$ cat src/rtl/core/ort_pkg.sv
// Shared widths, types and rounding helpers for the orientation restraint
// torque block. No dependencies; compile first.

package ort_pkg;

	localparam int QW   = 16;  // quaternion component, Q2.14
	localparam int IDXW = 16;  // particle index
	localparam int KW   = 31;  // force constant and energy, Q15.16
	localparam int TW   = 32;  // torque component, Q15.16
	localparam int RAWW = 34;  // unrounded axis component, Q.28
	localparam int AXW  = 22;  // rounded axis component, Q.16
	localparam int SUMW = 43;  // dot and cross sums, Q.32
	localparam int MAGW = 26;  // magnitude of d and of a cross component, Q.16
	localparam int DDW  = 2 * MAGW;     // d squared, Q.32
	localparam int GW   = KW + MAGW + 1; // magnitude of 2kd, Q.32
	localparam int GHW  = GW / 2;       // split point of the 2kd partial products
	localparam int PPW  = GHW + MAGW;   // one partial product
	localparam int PSW  = GW + MAGW + 1; // full torque product plus carry room
	localparam int EW   = 33;  // 1 - d squared, Q.32, up to exactly one
	localparam int EPW  = KW + 32;      // k times the lower part of e
	localparam int QSH  = 32;  // fraction bits dropped from the Q.48 products

	localparam logic [KW-1:0] TQ_MAX = '1;

	typedef struct packed {
		logic signed [RAWW-1:0] x;
		logic signed [RAWW-1:0] y;
		logic signed [RAWW-1:0] z;
	} raw_axis_t;

	typedef struct packed {
		logic signed [AXW-1:0] x;
		logic signed [AXW-1:0] y;
		logic signed [AXW-1:0] z;
	} axis_t;

	// sign and rounded magnitude
	typedef struct packed {
		logic            neg;
		logic [MAGW-1:0] mag;
	} sm_t;

	// load strobes of the back stages, shared with the torque lanes
	typedef struct packed {
		logic ld_s6;
		logic ld_s7;
		logic ld_s8;
	} stage_en_t;

	// body x axis turned into the space frame, exact in Q.28
	function automatic raw_axis_t axis_raw(input logic signed [QW-1:0] s,
		input logic signed [QW-1:0] a, input logic signed [QW-1:0] b,
		input logic signed [QW-1:0] c);
		logic signed [2*QW-1:0] ss, aa, bb, cc, ab, sc, ac, sb;
		raw_axis_t r;
		ss = s * s;
		aa = a * a;
		bb = b * b;
		cc = c * c;
		ab = a * b;
		sc = s * c;
		ac = a * c;
		sb = s * b;
		r.x = RAWW'(ss) + RAWW'(aa) - RAWW'(bb) - RAWW'(cc);
		r.y = (RAWW'(ab) + RAWW'(sc)) <<< 1;
		r.z = (RAWW'(ac) - RAWW'(sb)) <<< 1;
		return r;
	endfunction

	// Q.28 to Q.16, ties away from zero; the result never exceeds 2^20 in size
	function automatic logic signed [AXW-1:0] round_axis(input logic signed [RAWW-1:0] v);
		logic [RAWW-1:0] m;
		logic [RAWW-1:0] r;
		logic signed [AXW-1:0] t;
		m = v[RAWW-1] ? RAWW'(-v) : RAWW'(v);
		r = (m + (RAWW'(1) << 11)) >> 12;
		t = AXW'(r);
		return v[RAWW-1] ? -t : t;
	endfunction

	// Q.32 to Q.16, ties away from zero, kept as sign and magnitude
	function automatic sm_t round_q16(input logic signed [SUMW-1:0] v);
		logic [SUMW-1:0] m;
		logic [SUMW-1:0] r;
		sm_t o;
		m = v[SUMW-1] ? SUMW'(-v) : SUMW'(v);
		r = (m + (SUMW'(1) << 15)) >> 16;
		o.neg = v[SUMW-1];
		o.mag = MAGW'(r);
		return o;
	endfunction

endpackage

$ cat src/rtl/core/ort_torque_lane.sv
// One torque component: split product of |2kd| and |cross|, rounding,
// saturation and sign. Stages 6 to 8 of the pipeline. Depends on ort_pkg.

module ort_torque_lane (
	input  logic                           clk,
	input  ort_pkg::stage_en_t             ld,
	input  logic [ort_pkg::GW-1:0]         gmag_s5,
	input  logic [ort_pkg::MAGW-1:0]       cmag_s5,
	input  logic                           neg_s5,
	output logic signed [ort_pkg::TW-1:0]  torque_s8
);

	localparam int GW   = ort_pkg::GW;
	localparam int GHW  = ort_pkg::GHW;
	localparam int PPW  = ort_pkg::PPW;
	localparam int PSW  = ort_pkg::PSW;
	localparam int KW   = ort_pkg::KW;
	localparam int TW   = ort_pkg::TW;
	localparam int QSH  = ort_pkg::QSH;
	localparam logic [PSW-1:0] ROUND_HALF = PSW'(1) << (QSH - 1);

	logic [PPW-1:0] hi_prod, lo_prod;
	logic [PPW-1:0] hi_s6, lo_s6;
	logic           neg_s6;
	logic [PSW-1:0] psum;
	logic [KW-1:0]  tmag_s7;
	logic           sat_s7, neg_s7;
	logic [KW-1:0]  mag_sel;
	logic signed [TW-1:0] tq_mag;

	always_comb begin
		hi_prod = gmag_s5[GW-1:GHW] * cmag_s5;
		lo_prod = gmag_s5[GHW-1:0] * cmag_s5;
		psum    = (PSW'(hi_s6) << GHW) + PSW'(lo_s6) + ROUND_HALF;
		mag_sel = sat_s7 ? ort_pkg::TQ_MAX : tmag_s7;
		tq_mag  = TW'(mag_sel);
	end

	always_ff @(posedge clk) begin
		if (ld.ld_s6) begin
			hi_s6  <= hi_prod;
			lo_s6  <= lo_prod;
			neg_s6 <= neg_s5;
		end
		if (ld.ld_s7) begin
			// anything at or above 2^31 after rounding clamps
			sat_s7  <= |psum[PSW-1:QSH+KW];
			tmag_s7 <= psum[QSH+KW-1:QSH];
			neg_s7  <= neg_s6;
		end
		if (ld.ld_s8) begin
			torque_s8 <= neg_s7 ? -tq_mag : tq_mag;
		end
	end

endmodule

$ cat config.mk
export PLATFORM = sky130hd
export DESIGN_NAME = ort_torque_lane
export DESIGN_NICKNAME = d
export VERILOG_FILES = /design/src/rtl/core/ort_pkg.sv /design/src/rtl/core/ort_torque_lane.sv
export SDC_FILE = /design/constraint.sdc
export NUM_CORES = 2
export LEC_CHECK = 0
export BUFFER_PORTS_ARGS = -buffer_cell sky130_fd_sc_hd__buf_2
export CORE_MARGIN = 3
export CORE_UTILIZATION = 46
export CTS_CLUSTER_SIZE = 8
export DETAILED_ROUTE_END_ITERATION = 8
export PLACE_DENSITY = 0.71
export SYNTH_ARGS = -nofsm -noshare
export SYNTH_HDL_FRONTEND = slang
export SYNTH_SLANG_ARGS = --single-unit
$ cat constraint.sdc
create_clock -name clk -period 20.8 [get_ports clk]
set_input_delay 4.16 -clock clk [delete_from_list [all_inputs] [get_ports clk]]
set_output_delay 4.16 -clock clk [all_outputs]
set_load 0.005 [all_outputs]
-- After elaboration in Yosys (flattened, before gate mapping)
Index checks and enable logic that the tools add are counted.
- memory bits (writable): 0
- input bits: 89
- word-level logic and storage cells: 16
- memories: 0
- bits in latches: 0
- bits in read-only memories: 0
- bits in registers: 176
- reductions and logical operators: 1
- shift-type cells: 0
- $mul: 2
- mux-type cells: 2
- add/subtract/negate cells: 3
- equal/unequal tests: 0
- order comparisons: 0
- div/mod/pow operators: 0
- bitwise operators: 0
- operators by type and width (cell ; number):
    multiplier 29 x 26 -> 55 bit ; 2
    adder 84 x 55 -> 85 bit ; 1
    adder 85 x 32 -> 85 bit (second input constant) ; 1
    2-to-1 mux 31 bit ; 2
    negation 31 -> 32 bit ; 1
    OR reduction 22 bit ; 1

-- Logic depth before layout (Yosys ltp)
- depth in word-level cells: 3
- mapped depth: 28
- gate-level depth less buffers: 26

-- Worst setup path after synthesis
OpenSTA, ideal clock, no wires.
- path kind: input -> register
- from: in cmag_s5[5] (netlist bit)
- to: reg lo_s6[50], data pin
- library setup time: 0.135 ns
- required time: 20.665 ns
- slack: 9.677 ns
- stages: 26
- arrival: 10.989 ns
- path buffers: 2
- path through: clkbuf_1 -> clkbuf_1 -> nand2_1 -> fa_1 -> inv_1 -> fa_1 -> inv_1 -> fa_1 -> fa_1 -> inv_1 -> fa_1 -> fa_1 -> inv_1 -> fa_1 -> inv_1 -> ha_1 -> and2_1 -> and3_1 -> a221oi_1 -> o2bb2ai_1 -> a311oi_2 -> o21ai_1 -> a221o_1 -> a31o_2 -> a311o_1 -> nand3_1
- cells in the longest elaborated chain, start to end: 1
- RTL lines (item ; line ; text):
    start: declaration ; ort_torque_lane.sv:8 ; input logic [ort_pkg::MAGW-1:0] cmag_s5,
    multiplier 29 x 26 -> 55 bit ; ort_torque_lane.sv:33 ; lo_prod = gmag_s5[GHW-1:0] * cmag_s5;
    named net lo_prod[50] ; ort_torque_lane.sv:22 ; logic [PPW-1:0] hi_prod, lo_prod;
    end signal: assignment ; ort_torque_lane.sv:42 ; lo_s6 <= lo_prod;
    end: declaration ; ort_torque_lane.sv:23 ; logic [PPW-1:0] hi_s6, lo_s6;
The timed path passes the listed nets, and every way through them passes these cells.
A chain may end at the register's enable or synchronous reset.

-- Worst setup path in the final report
- from: in cmag_s5[5] (netlist bit)
- to: reg hi_s6[40], data pin
- cells in the longest elaborated chain, start to end: 1
- RTL lines (item ; line ; text):
    multiplier 29 x 26 -> 55 bit ; ort_torque_lane.sv:32 ; hi_prod = gmag_s5[GW-1:GHW] * cmag_s5;
    named net hi_prod[40] ; ort_torque_lane.sv:22 ;
    end signal: assignment ; ort_torque_lane.sv:41 ; hi_s6 <= hi_prod;
    end: declaration ; ort_torque_lane.sv:23 ;
The timed path passes the listed nets, and every way through them passes these cells.

==> impl_metrics.toml <==
[detailed_routing]
vias_per_cell = 5.39
drt-total-wl_mm = 145
post-route-drc-count = 0
detail-route-antenna-nets = 0
drtIter0Drc = 2785
wl_per_cell_um = 19.9
via_count = 39375
drt_pass1_iterations = 5

[die]
ios = 121
dieArea_um2 = 124000
die_h_um = 352
start_util = 0.465
core_area_um2 = 118000
chipWidth_um = 352
row_count = 126

[synth]
syn_avg_cell_area_um2 = 9.35
async_flop_share = 0
syn_area_um2 = 54900
synth_nets = 7690
yosys.area.top_type = "fa_1"
synth_edf_count = 147
synth_cell_types = 69
ys_ff_latch = 147
ys_top_cells_by_area = "fa_1 (47%), ha_1 (9.9%), inv_1 (9.4%), and2_1 (9.3%), edfxtp_1 (8.0%)"
synthCells = 5875
yosysTopAreaCellShare = 0.470
ys.flop_type = "edfxtp_1"
synth_seq_area_share = 0.0803
yosysWarnings = 0

[placement]
dp_hpwl_mm = 108
globalplace.congestion = 0.920
portBuffers = 120

[sta]
grt_setup_unrepaired = "no"
period_share = 0.567
finalHoldViolations = 0
max_freq_mhz = 84.8
slew_headroom = 0.326
fin_crit_ns = 11.79
finalMaxSlewViolations = 0
skew_ns = 0.0202
worst_slew_pin_slew_ns = 1.00
setup_violations = 0
final.setup.tns_ns = 0

[layout]
area_growth_syn_to_layout_pct = 4.02
fill_cells = 10881
drive_gt1_frac = 0.0351
nNetsFinal = 7563

[setup_path]
crit_path_top_delay_cell = "buf_4"
path_delay_family = "adder cells"
cp-end-kind = "flop"
cp.arrival_ns = 11.99
start_kind = "primary input"
critPathMaxFanout = 58
max_stage_delay_ns = 0.66
critPathKind = "in2reg"
crit_buf_inv = 7
timing.critical_path.mode_cell = "fa_1"
crit_required_ns = 21.00

[cts]
cts_made_buffers = 17
clk_pin_slew_worst_paths_ns = 0.07
clk_latency_ns = 0.48
cts_root_buffer = "clkbuf_16"
clkSinkCount = 147
htree_num_levels = 4
cts_setup_buffers = 0
cts_tree = "done"
cts_hold_buf = 0
clk_path_buf_depth = 2
cts_resized = 0

[global_routing]
overflow = 0
globalRouteTotalUtil = 0.245
grt_pass1_wl_mm = 235
grt_pass1_vias = 43384
grt_antenna_before_repair = 3
grt_max_degree = 66

[run_status]
status = "complete, no violations"

[run]
drv_cap = 0

[worst_hold_path]
hp-class = "reg2reg"
## cells by family (layout without fill, tap and decap cells)
| kind of cell | Yosys count | in the layout | synth area share |
|---|---|---|---|
| XOR/XNOR | 122 | 122 | 0.0194 |
| flip-flops | 147 | 147 | 0.0803 |
| other | 0 | 6 | 0 |
| adder cells (fa/ha/maj) | 1726 | 1726 | 0.569 |
| AO/OA/AOI/OAI | 371 | 371 | 0.0454 |
| AND/OR/NAND/NOR | 1830 | 1830 | 0.170 |
| multiplexers | 3 | 3 | 0.000547 |
| buffers and inverters | 1676 | 1562 | 0.115 |
## area by class of cell
cell class | instances | area, um^2 | area share
flip-flops and latches | 147 | 4410 | 0.0772
multi-input cells | 4052 | 44200 | 0.774
diodes | 6 | 15.0 | 0.000263
repair buffers | 154 | 858 | 0.0150
inverters | 1376 | 5160 | 0.0904
clock buffers | 17 | 425 | 0.00744
clock inverters | 15 | 121 | 0.00212
well taps | 1536 | 1920 | 0.0336
## path summary, 6_finish.rpt
check | startpoint | to | slack [ns] | cells after the start
min | neg_s6$_DFFE_PP_ | neg_s7$_DFFE_PP_ | 0.43 | 0
max | cmag_s5[5] | hi_s6[40]$_DFFE_PP_ | 9.01 | 25
max reg2reg | lo_s6[31]$_DFFE_PP_ | sat_s7$_DFFE_PP_ | 16.52 | 14
min reg2reg | neg_s6$_DFFE_PP_ | neg_s7$_DFFE_PP_ | 0.43 | 0
## flip-flops by register name (all words and copies together) (netlist names)
name,count
hi_s6,55
lo_s6,26
neg_s6,1
neg_s7,1
sat_s7,1
tmag_s7,31
torque_s8,32
## layout by cell type (no fill, tap or decap), types with 15 or more instances in the layout
cell and instances:
buf_4 35, a21o_1 90, inv_1 1376, ha_1 435
clkbuf_16 17, a211oi_1 15, and3_1 26, a21oi_1 99
nor2_1 71, nor2b_1 21, nand2_1 762, nand4_1 22
a31oi_1 15, nor3_1 25, edfxtp_1 147, buf_2 119
nand3_1 36, xor2_1 48, xnor2_1 74, and2_1 813
o21ai_0 51, fa_1 1291
## cells in the mapped netlist (all sizes together), types with 11 or more instances
master,number
a21o,90
or3,12
nand4,22
and4,11
a31oi,15
and2,814
xnor2,74
clkbuf,298
nand2,762
xor2,48
ha,435
nand3,36
a21oi,99
nor2,72
nor2b,21
fa,1291
o31ai,11
inv,1376
nand2b,12
nor3,25
a211oi,15
and3,26
edfxtp,147
o21ai,53
## layer usage
metal	wire length (um)	global-route usage
met5	0	0
met4	3460	0.0671
met3	13400	0.0543
met2	69300	0.407
met1	59100	0.323
## stage by stage
| stage | setup WS (ns) | cells | hold WS, ns | util | cell area, um^2 |
|---|---|---|---|---|---|
| after global placement | 8.62 | 7265 | 0.402 | 0.479 | 56600 |
| after floorplan | 9.68 | 5875 | 0.400 | - | 54900 |
| after detailed placement | 8.58 | 7265 | 0.426 | 0.479 | 56600 |
| after global routing | 8.52 | 7297 | 0.443 | 0.483 | 57100 |
| after CTS | 9.07 | 7297 | 0.441 | 0.483 | 57100 |
| final | 9.01 | 7303 | 0.427 | 0.483 | 57200 |
## worst register-to-register path: stages (launching register included)
cell      delay [ns]
edfxtp_1        0.38
inv_1           0.16
ha_1            0.26
inv_1           0.05
ha_1            0.21
a41oi_1         0.65
a221oi_2        0.23
a221oi_2        0.39
o21ai_1         0.20
a221o_1         0.39
a21o_1          0.21
a21o_1          0.22
a2111o_1        0.37
a22oi_1         0.16
nand4_1         0.13
Power is not shown: default switching activity piles up to over one toggle a cycle in this logic, so the estimate is an artifact.
